### config.mk
export PLATFORM = sky130hd
export DESIGN_NAME = uart_frame_codec_with_rx_fifo
export DESIGN_NICKNAME = d
export VERILOG_FILES = /design/src/hw/rtl/ufc_pkg.sv /design/src/hw/rtl/ufc_codec.sv /design/src/hw/rtl/ufc_ring.sv /design/src/hw/rtl/uart_frame_codec_with_rx_fifo.sv
export SDC_FILE = /design/constraint.sdc
export NUM_CORES = 1
export LEC_CHECK = 0
export ABC_CLOCK_PERIOD_IN_PS = 13100
export BUFFER_PORTS_ARGS = -buffer_cell sky130_fd_sc_hd__buf_2
export CAP_MARGIN = 0
export CORE_AREA = 2 2 314 239
export DETAILED_ROUTE_END_ITERATION = 10
export DIE_AREA = 0 0 316 241
export PLACE_DENSITY_LB_ADDON = 0.05
export SYNTH_ARGS = -nofsm -noshare
export SYNTH_HDL_FRONTEND = slang
export SYNTH_SLANG_ARGS = --single-unit
### constraint.sdc
create_clock -name clk -period 13.1 [get_ports clk]
set_input_delay 1.965 -clock clk [delete_from_list [all_inputs] [get_ports clk]]
set_output_delay 1.965 -clock clk [all_outputs]
set_load 0.02 [all_outputs]
### src/hw/rtl/ufc_pkg.sv
// Shared types, codes and constants for the UART frame codec with receive ring.
// Used by ufc_codec, ufc_ring and uart_frame_codec_with_rx_fifo. No dependencies.
`default_nettype none

package ufc_pkg;

	localparam int RING_DEPTH = 64;
	localparam int PTR_W      = $clog2(RING_DEPTH);
	localparam int FILL_W     = 6;
	localparam int WORD_BITS  = 32;
	localparam int FRAME_W    = 11;

	typedef enum logic [1:0] {
		OP_RX   = 2'd0,
		OP_READ = 2'd1,
		OP_TX   = 2'd2
	} op_t;

	typedef enum logic [1:0] {
		ST_OK         = 2'd0,
		ST_EMPTY      = 2'd1,
		ST_PARITY_ERR = 2'd2,
		ST_FULL_DROP  = 2'd3
	} status_t;

	typedef enum logic [1:0] {
		PAR_NONE = 2'd0,
		PAR_EVEN = 2'd1,
		PAR_ODD  = 2'd2
	} parity_t;

	typedef enum logic [1:0] {
		CFG_CHAR_LEN    = 2'd0,
		CFG_PARITY_MODE = 2'd1,
		CFG_STOP_CNT    = 2'd2
	} cfg_idx_t;

	localparam logic [3:0] CHAR_LEN_RST    = 4'd8;
	localparam logic [1:0] PARITY_MODE_RST = 2'd0;
	localparam logic [1:0] STOP_CNT_RST    = 2'd1;

	typedef struct packed {
		logic [3:0] char_len;
		logic [1:0] parity_mode;
		logic [1:0] stop_cnt;
	} cfg_t;

	typedef struct packed {
		logic               rx_good;
		logic [7:0]         rx_value;
		logic [FRAME_W-1:0] tx_frame;
		logic [3:0]         tx_bit_count;
	} codec_res_t;

	typedef struct packed {
		logic       push;
		logic       pop;
		logic [7:0] wdata;
	} ring_req_t;

	typedef struct packed {
		logic              empty;
		logic              full;
		logic [FILL_W-1:0] fill;
		logic              overflow;
	} ring_stat_t;

endpackage

`default_nettype wire

### src/hw/rtl/ufc_codec.sv
// Character decode and encode: data bit extraction, parity check and transmit framing.
// Purely combinational. Depends on ufc_pkg.
`default_nettype none

module ufc_codec (
	input  wire ufc_pkg::cfg_t       cfg,
	input  wire logic [31:0]         raw_word,
	input  wire logic [7:0]          tx_byte,
	output ufc_pkg::codec_res_t      res
);
	import ufc_pkg::*;

	logic [3:0]  nb;
	logic [1:0]  par;
	logic        two_stop;
	logic [7:0]  mask;
	logic [3:0]  samp_cnt;
	logic [5:0]  shamt;
	logic [31:0] samples;
	logic [8:0]  samples_lo;
	logic [7:0]  rx_value;
	logic        rx_odd;
	logic        rx_want;
	logic [7:0]  tx_data;
	logic        tx_odd;
	logic        tx_par;
	logic [FRAME_W-1:0] frame;
	logic [3:0]  shift;

	always_comb begin
		nb = (cfg.char_len >= 4'd5 && cfg.char_len <= 4'd8) ? cfg.char_len : 4'd8;
		par = (cfg.parity_mode == PAR_EVEN || cfg.parity_mode == PAR_ODD) ?
			cfg.parity_mode : PAR_NONE;
		two_stop = (cfg.stop_cnt == 2'd2);
		mask = ~(8'hFF << nb);

		samp_cnt = nb + ((par != PAR_NONE) ? 4'd1 : 4'd0);
		shamt = 6'(WORD_BITS) - {2'b00, samp_cnt};
		samples = raw_word >> shamt;
		samples_lo = samples[8:0];
		rx_value = samples_lo[7:0] & mask;
		rx_odd = ^rx_value;
		rx_want = (par == PAR_EVEN) ? rx_odd : ~rx_odd;
		res.rx_good = (par == PAR_NONE) || (samples_lo[nb] == rx_want);
		res.rx_value = rx_value;

		tx_data = tx_byte & mask;
		tx_odd = ^tx_data;
		tx_par = (par == PAR_EVEN) ? tx_odd : ~tx_odd;
		frame = FRAME_W'(tx_data);
		shift = nb;
		if (par != PAR_NONE) begin
			frame = frame | (FRAME_W'(tx_par) << shift);
			shift = shift + 4'd1;
		end
		frame = frame | (FRAME_W'(1) << shift);
		shift = shift + 4'd1;
		if (two_stop) begin
			frame = frame | (FRAME_W'(1) << shift);
			shift = shift + 4'd1;
		end
		res.tx_frame = frame;
		res.tx_bit_count = shift;
	end

endmodule

`default_nettype wire

### src/hw/rtl/ufc_ring.sv
// Receive ring: byte memory, read and write pointers, fill count and sticky overflow flag.
// Read data is registered. Depends on ufc_pkg.
`default_nettype none

module ufc_ring (
	input  wire logic                clk,
	input  wire logic                arst_n,
	input  wire ufc_pkg::ring_req_t  req,
	output ufc_pkg::ring_stat_t      stat,
	output logic [7:0]               rdata_q
);
	import ufc_pkg::*;

	logic [7:0]       mem [RING_DEPTH];
	logic [PTR_W-1:0] wp_q;
	logic [PTR_W-1:0] rp_q;
	logic             ovf_q;
	logic [PTR_W-1:0] wp_adv;
	logic [PTR_W-1:0] rp_adv;
	logic [PTR_W-1:0] wp_n;
	logic [PTR_W-1:0] rp_n;
	logic             ovf_n;
	logic             empty;
	logic             full;
	logic             do_push;
	logic             do_pop;
	logic [PTR_W:0]   diff;

	always_comb begin
		wp_adv = (wp_q == PTR_W'(RING_DEPTH - 1)) ? '0 : wp_q + PTR_W'(1);
		rp_adv = (rp_q == PTR_W'(RING_DEPTH - 1)) ? '0 : rp_q + PTR_W'(1);
		empty = (rp_q == wp_q);
		full = (wp_adv == rp_q);
		do_push = req.push && !full;
		do_pop = req.pop && !empty;
		wp_n = do_push ? wp_adv : wp_q;
		rp_n = do_pop ? rp_adv : rp_q;
		ovf_n = ovf_q | (req.push & full);
		diff = {1'b0, wp_n} - {1'b0, rp_n};
		if (wp_n < rp_n) begin
			diff = diff + (PTR_W + 1)'(RING_DEPTH);
		end
		stat.empty = empty;
		stat.full = full;
		stat.fill = FILL_W'(diff);
		stat.overflow = ovf_n;
	end

	always_ff @(posedge clk or negedge arst_n) begin
		if (!arst_n) begin
			wp_q <= '0;
			rp_q <= '0;
			ovf_q <= 1'b0;
		end else begin
			wp_q <= wp_n;
			rp_q <= rp_n;
			ovf_q <= ovf_n;
		end
	end

	always_ff @(posedge clk) begin
		if (do_push) begin
			mem[wp_q] <= req.wdata;
		end
		if (do_pop) begin
			rdata_q <= mem[rp_q];
		end
	end

endmodule

`default_nettype wire

### src/hw/rtl/uart_frame_codec_with_rx_fifo.sv
// Top level of the UART frame codec: input register, configuration registers and result register.
// Instantiates ufc_codec and ufc_ring. Depends on ufc_pkg.
//
//   Channel | Handshake            | Payload
//   --------+----------------------+-----------------------------------------------
//   in      | in_valid / in_stall  | opcode, raw_word, tx_byte
//   out     | out_valid / out_stall| status, read_byte, tx_frame, tx_bit_count,
//           |                      | fill_count, overflow_seen
//   cfg     | cfg_valid / cfg_ready| cfg_index, cfg_data
//
// A transaction is captured in the input register and decoded in the next cycle; its result
// is loaded into the result register when that register can advance, and is presented from
// there. One transaction per cycle is sustained while out_stall is low. The ring push or pop
// and the registered memory read happen in the decode cycle. Reset clears the pointers and the
// overflow flag and returns the configuration to its defaults. A stalled result holds while one
// more transaction waits in the input register.
`default_nettype none

module uart_frame_codec_with_rx_fifo (
	input  wire logic        clk,
	input  wire logic        arst_n,
	input  wire logic        in_valid,
	output logic             in_stall,
	input  wire logic [1:0]  opcode,
	input  wire logic [31:0] raw_word,
	input  wire logic [7:0]  tx_byte,
	output logic             out_valid,
	input  wire logic        out_stall,
	output logic [1:0]       status,
	output logic [7:0]       read_byte,
	output logic [10:0]      tx_frame,
	output logic [3:0]       tx_bit_count,
	output logic [5:0]       fill_count,
	output logic             overflow_seen,
	input  wire logic        cfg_valid,
	output logic             cfg_ready,
	input  wire logic [1:0]  cfg_index,
	input  wire logic [3:0]  cfg_data
);
	import ufc_pkg::*;

	cfg_t       cfg_q;
	logic       valid_s1;
	logic [1:0] opcode_s1;
	logic [31:0] raw_word_s1;
	logic [7:0] tx_byte_s1;
	logic       valid_s2;
	logic [1:0] status_s2;
	logic       read_ok_s2;
	logic [FRAME_W-1:0] tx_frame_s2;
	logic [3:0] tx_bit_count_s2;
	logic [FILL_W-1:0] fill_s2;
	logic       ovf_s2;
	logic       advance;
	logic       fire;
	logic       accept;
	codec_res_t codec_res;
	ring_req_t  ring_req;
	ring_stat_t ring_stat;
	logic [7:0] ring_rdata;
	logic [1:0] status_d;

	assign cfg_ready = 1'b1;
	assign advance = !valid_s2 || !out_stall;
	assign fire = valid_s1 && advance;
	assign in_stall = valid_s1 && !advance;
	assign accept = in_valid && !in_stall;

	always_ff @(posedge clk or negedge arst_n) begin
		if (!arst_n) begin
			cfg_q.char_len <= CHAR_LEN_RST;
			cfg_q.parity_mode <= PARITY_MODE_RST;
			cfg_q.stop_cnt <= STOP_CNT_RST;
		end else if (cfg_valid && cfg_ready) begin
			unique case (cfg_index)
				CFG_CHAR_LEN:    cfg_q.char_len <= cfg_data;
				CFG_PARITY_MODE: cfg_q.parity_mode <= cfg_data[1:0];
				CFG_STOP_CNT:    cfg_q.stop_cnt <= cfg_data[1:0];
				default: ;
			endcase
		end
	end

	always_ff @(posedge clk or negedge arst_n) begin
		if (!arst_n) begin
			valid_s1 <= 1'b0;
		end else if (accept) begin
			valid_s1 <= 1'b1;
		end else if (fire) begin
			valid_s1 <= 1'b0;
		end
	end

	always_ff @(posedge clk) begin
		if (accept) begin
			opcode_s1 <= opcode;
			raw_word_s1 <= raw_word;
			tx_byte_s1 <= tx_byte;
		end
	end

	ufc_codec u_codec (
		.cfg      (cfg_q),
		.raw_word (raw_word_s1),
		.tx_byte  (tx_byte_s1),
		.res      (codec_res)
	);

	always_comb begin
		ring_req.push = fire && (opcode_s1 == OP_RX) && codec_res.rx_good;
		ring_req.pop = fire && (opcode_s1 == OP_READ);
		ring_req.wdata = codec_res.rx_value;
	end

	ufc_ring u_ring (
		.clk     (clk),
		.arst_n  (arst_n),
		.req     (ring_req),
		.stat    (ring_stat),
		.rdata_q (ring_rdata)
	);

	always_comb begin
		case (opcode_s1)
			OP_RX: begin
				if (!codec_res.rx_good) begin
					status_d = ST_PARITY_ERR;
				end else if (ring_stat.full) begin
					status_d = ST_FULL_DROP;
				end else begin
					status_d = ST_OK;
				end
			end
			OP_READ: status_d = ring_stat.empty ? ST_EMPTY : ST_OK;
			default: status_d = ST_OK;
		endcase
	end

	always_ff @(posedge clk or negedge arst_n) begin
		if (!arst_n) begin
			valid_s2 <= 1'b0;
		end else if (advance) begin
			valid_s2 <= valid_s1;
		end
	end

	always_ff @(posedge clk) begin
		if (fire) begin
			status_s2 <= status_d;
			read_ok_s2 <= (opcode_s1 == OP_READ) && !ring_stat.empty;
			tx_frame_s2 <= (opcode_s1 == OP_TX) ? codec_res.tx_frame : '0;
			tx_bit_count_s2 <= (opcode_s1 == OP_TX) ? codec_res.tx_bit_count : '0;
			fill_s2 <= ring_stat.fill;
			ovf_s2 <= ring_stat.overflow;
		end
	end

	assign out_valid = valid_s2;
	assign status = status_s2;
	assign read_byte = read_ok_s2 ? ring_rdata : 8'd0;
	assign tx_frame = tx_frame_s2;
	assign tx_bit_count = tx_bit_count_s2;
	assign fill_count = fill_s2;
	assign overflow_seen = ovf_s2;

endmodule

`default_nettype wire

Word level (Yosys, flattened, before mapping)
Memory sizes are Yosys's and may differ from the RTL's. A register that Yosys moved wholly into a read port is not among the register bits. Cells that the tools add are included.

Register bits after elaboration: 90. Bits in writable memories: 512. Input bits: 53. Output and inout bits: 35. Word-level logic and storage cells: 113. Memories kept: 1.

Memory list: u_ring.mem (words 64, bits a word 8, read ports 1, clocked after Yosys merged registers in 1, write ports 1, RTL line ufc_ring.sv:14) `logic [7:0] mem [RING_DEPTH];`.

Add/sub/neg operators: 9. Magnitude comparators: 4. Equal/unequal tests: 13. Shift-type cells: 5. Mux-type cells: 25. Bitwise gates (word level): 10. Reductions and logical operators: 29.

Operators by type and width (count): >> shifter 32 x 6 -> 9 bit (1); two-way mux 6 bit (5); two-way mux 11 bit (2); OR 11 bit (2); << shifter 1 x 4 -> 11 bit, first input constant (2); adder 6 x 1 -> 6 bit, second input constant (3); AND 8 bit (2); XOR reduction 8 bit (2); adder 4 x 1 -> 4 bit, second input constant (3); equality test 6 bit (2); equality test 6 bit, second input constant (2); two-way mux 4 bit (3); OR 8 x 11 -> 11 bit (1); << shifter 1 x 4 -> 11 bit (1); logical AND 1 bit (10); two-way mux 1 bit (9); equality test 2 x 1 -> 1 bit, second input constant (4); equality test 2 bit, second input constant (4); two-way mux 8 bit (1); inverter 8 bit (1); << shifter 8 x 4 -> 8 bit, first input constant (1); logical NOT 1 bit (6); logical NOT 2 bit (3); < comparator 6 bit (1); other kinds (16) (24).

Logic depth before layout (Yosys ltp)
Depth after elaboration: 20. Gate-level depth with buffers: 27. Gate-level depth less buffers: 25.

Cells and area by module
From an unflattened synthesis, not the netlist that was laid out.

Cell total of the unflattened synthesis: 1413. Area total of the unflattened synthesis: 25486.9 um2.

Modules (own cells, without submodules): ufc_ring (instances 1, cells each 1094, area each 21339.2 um2, sequential area each 15940.3 um2); uart_frame_codec_with_rx_fifo (instances 1, cells each 130, area each 2652.5 um2, sequential area each 2264.7 um2); ufc_codec (instances 1, cells each 189, area each 1495.2 um2, sequential area each 0.0 um2).

Worst setup path after synthesis
No wires, ideal clock.

Path type: register -> register. Start: register cfg_q[7] (netlist name). End: register fill_s2[5], in the netlist fill_count[5], data pin. Data arrival time: 7.906 ns. Required time: 12.841 ns. Slack: 4.935 ns. Stages on the path, launching flop included: 23. Buffers on the path: 3. Period minus slack after synthesis: 8.165 ns. Cells stage by stage: dfstp_2 > and2b_2 > and2_1 > ha_1 > ha_1 > buf_2 > buf_2 > or2_2 > nand3_1 > a21oi_1 > a211oi_1 > o211ai_1 > a31o_2 > mux2i_2 > or3_1 > buf_6 > mux2_2 > ha_1 > a21oi_1 > nor2_1 > o31ai_1 > a21oi_1 > xnor2_1.

RTL lines: start: declaration (RTL line uart_frame_codec_with_rx_fifo.sv:42) `cfg_t cfg_q;`; end signal: assignment (RTL line uart_frame_codec_with_rx_fifo.sv:153) `fill_s2 <= ring_stat.fill;`; end: declaration (RTL line uart_frame_codec_with_rx_fifo.sv:52) `logic [FILL_W-1:0] fill_s2;`.

==> results.json <==
{
  "synth_edf_count": 571,
  "rsz0062_at_grt": "no",
  "reg2reg_to": "u_ring.mem[46][5]$_DFFE_PP_",
  "synth.distinct_cells": 82,
  "drive_gt1_share_pct": 20.3,
  "grt_max_degree": 66,
  "postLayoutCellArea_um2": 28600,
  "cp-end-kind": "flop",
  "period_share_pct": 58.7,
  "final_util_pct": 39.3,
  "path_class": "flop to flop",
  "synth_top_cell_by_area": "edfxtp_1",
  "crit_path_start_kind": "flop",
  "io_buffers": 70,
  "cts_setup_buffers": 0,
  "worstHoldEndpoint": "out_valid$_DFFE_PN0P_",
  "clkLatencyLatePin_ps": 640,
  "powerDensity_nw_per_um2": 234,
  "yosys.area_share.simple_pct": 5.60,
  "synth_fa_ha_area_share_pct": 1.12,
  "syn_nets": 1610,
  "synth_area_um2": 25300,
  "r2r_slack_ps": 5420,
  "first_pass_iters": 5,
  "cp.required_ps": 13360,
  "synth_area_leaders": "edfxtp_1, mux4_2, mux2i_1",
  "crit_fanout": 65,
  "wl_mm": 66.0,
  "clk_path_buf_depth": 3,
  "worst_pin_slew_ps": 1110,
  "antenna_left": 0,
  "yosysSeqAreaShare_pct": 69.9,
  "synth-async-reset-ratio_pct": 3.87,
  "drtIter0Drc": 1239,
  "hold_class": "flop to flop",
  "placed_cell_area_um2": 26700,
  "antenna_found_initial": 2,
  "peakVddDrop_mv": 0.167,
  "outcome": "finished, final reports clean",
  "die_w_um": 316,
  "initial_utilization_pct": 34.8,
  "final_cell_mix": "edfxtp_1, mux2i_1, nor2_1",
  "nNetsFinal": 1677,
  "mostFrequentLayoutCell": "edfxtp_1",
  "hpwl_mm": 40.8,
  "path_cells": "and2b_2 > and2_1 > ha_1 > ha_1 > mux4_2 > nor3_1 > o31ai_1 > a32o_4 > xnor3_1 > xor3_1 > xnor2_2 > mux2i_2 > or3_1 > nor2_1 > nand3_1 > nor2_1",
  "grt_pass1_wl_mm": 95.9,
  "clockRootBuffer": "clkbuf_16",
  "hold_slack_ps": 462,
  "finalPower_mw": 6.71,
  "slew_headroom_pct": 26.3,
  "hold_violations": 0,
  "fp.dieH_um": 241,
  "worstHoldStart": "valid_s1$_DFFE_PN0P_",
  "cp.arrival_ps": 7940,
  "die_area_um2": 76200,
  "fin_tns_setup_ps": 0,
  "synth-compound-area-share_pct": 7.03,
  "synth_top_family_by_area": "multiplexers",
  "viasPerCell": 5.23,
  "gp_congestion": 0.789,
  "cts-resized-gates": 0,
  "synth-seq-cells": 594,
  "synthXorXnorAreaFrac_pct": 1.53,
  "clock-sinks": 594,
  "ys.flop_type": "edfxtp_1",
  "area_growth_pct": 13.0,
  "cts.clk_slew.worst_paths_ps": 70,
  "syn_area_per_cell_um2": 16.5,
  "worst-r2r-cell-count": 16,
  "synth_top_area_share_pct": 67.7,
  "slew_viol_final": 0,
  "hold_depth": 1,
  "grt_usage_pct": 17.5,
  "pin_count": 88,
  "muxShareOfSynthArea_pct": 12.9,
  "setup_violations": 0,
  "cts-htree-levels": 2,
  "detailroute.via_count": 13700,
  "rows": 86,
  "cap_violations": 0,
  "nFillCells": 6725,
  "ys_warn_count": 0,
  "r2r_start": "cfg_q[7]$_DFFE_PN1P_",
  "fin_skew_ps": 32.9,
  "critPathMaxStageDelay_ps": 920,
  "layout_min_cycle_time_ps": 7680,
  "wl_per_cell_um": 25.2,
  "cts_made_buffers": 60,
  "core-area_um2": 72800,
  "max_freq_mhz": 130,
  "grt_overflow_total": 0,
  "cts_tree": "done",
  "postCtsHoldBufs": 0,
  "drc_errors": 0,
  "slowest_stage": "nor2_1",
  "syn_inst": 1535,
  "p_leak_nw": 9.45,
  "grt_pass1_vias": 13400
}
[layer usage]
layer  vias up  track usage [%]  wire [um]
met3        80             2.92       3060
met1      7038             27.9      34200
met5         -                0          0
met4         0             3.92       1130
met2       330             24.6      27600
li1       6257                -          -
[sequential cells by signal, indices dropped and copies added (netlist names), 2 cells and up]
register and count:
u_ring.mem 512, raw_word_s1 16, tx_frame 11, cfg_q 8, tx_byte_s1 8, u_ring.rdata_q 8
fill_count 6, u_ring.rp_q 6, u_ring.wp_q 6, tx_bit_count 4, opcode_s1 2, status 2
[synthesized netlist by cell type, drive strengths merged, types with 7 or more instances]
cell	instances
xnor2	24
o21a	7
inv	24
o21ai	39
xor2	11
nand3b	10
and3	7
mux2	37
ha	21
nor3	18
nor2	103
a211oi	23
nand3	15
edfxtp	571
clkbuf	47
a221oi	11
o221ai	53
nand2b	8
o22ai	23
mux2i	111
buf	39
nand2	83
a21oi	56
and2	19
dfrtp	21
mux4	77
[through the flow]
stage                     cells  worst slack [ps]
final                      2620              5420
after floorplan            1535              4930
after CTS                  2619              5320
after global routing       2619              4870
after detailed placement   2508              5370
after global placement     2508              5370
[kinds of logic (layout without fill, tap and decap cells)]
kind of cell	after synthesis	count (layout)
other cells	1	2
fa+ha+maj	22	22
mux	225	225
simple gates	293	293
flops	594	594
xor+xnor	37	37
buf+inv	110	226
compound gates	253	253
[worst max-delay path: cells and delay by family, from the launching register on]
kind	cells	cell delay, ps
compound gates	2	1080
xor+xnor	3	840
fa+ha+maj	2	1310
flops	1	550
mux	2	600
simple gates	7	2880
[area by class of cell]
class / instances / area [um2] / area share (%)
multi-input cells: 831 / 7200 / 25.2
clock buffers: 73 / 1560 / 5.45
well taps: 968 / 1210 / 4.23
diodes: 1 / 2.50 / 0.00874
clock inverters: 38 / 325 / 1.14
repair buffers: 91 / 508 / 1.77
inverters: 24 / 90.1 / 0.315
flip-flops and latches: 594 / 17700 / 61.9
[power by group]
part / total (mW) / switching (mW) / internal [mW] / leakage (nW)
Combinational: 2.34 / 1.58 / 0.762 / 3.05
Clock: 1.68 / 0.735 / 0.942 / 0.923
Sequential: 2.69 / 0.0918 / 2.60 / 5.48
[how the worst max path moves through the flow]
| stage | start | end | slack, ps | cells after the start |
|---|---|---|---|---|
| 5_1_grt | cfg_q[7]$_DFFE_PN1P_ | u_ring.mem[30][3]$_DFFE_PP_ | 4870 | 16 |
| 4_1_cts | cfg_q[7]$_DFFE_PN1P_ | u_ring.mem[46][5]$_DFFE_PP_ | 5320 | 16 |
| 2_1_floorplan | cfg_q[7]$_DFFE_PN1P_ | fill_count[5]$_DFFE_PP_ | 4930 | 22 |
| 3_5_place_dp | cfg_q[7]$_DFFE_PN1P_ | u_ring.mem[46][5]$_DFFE_PP_ | 5370 | 16 |
| 6_report | cfg_q[7]$_DFFE_PN1P_ | u_ring.mem[46][5]$_DFFE_PP_ | 5420 | 16 |
| 3_3_place_gp | cfg_q[7]$_DFFE_PN1P_ | u_ring.mem[30][3]$_DFFE_PP_ | 5370 | 16 |
Note: power is estimated with default switching activity, not from simulation.
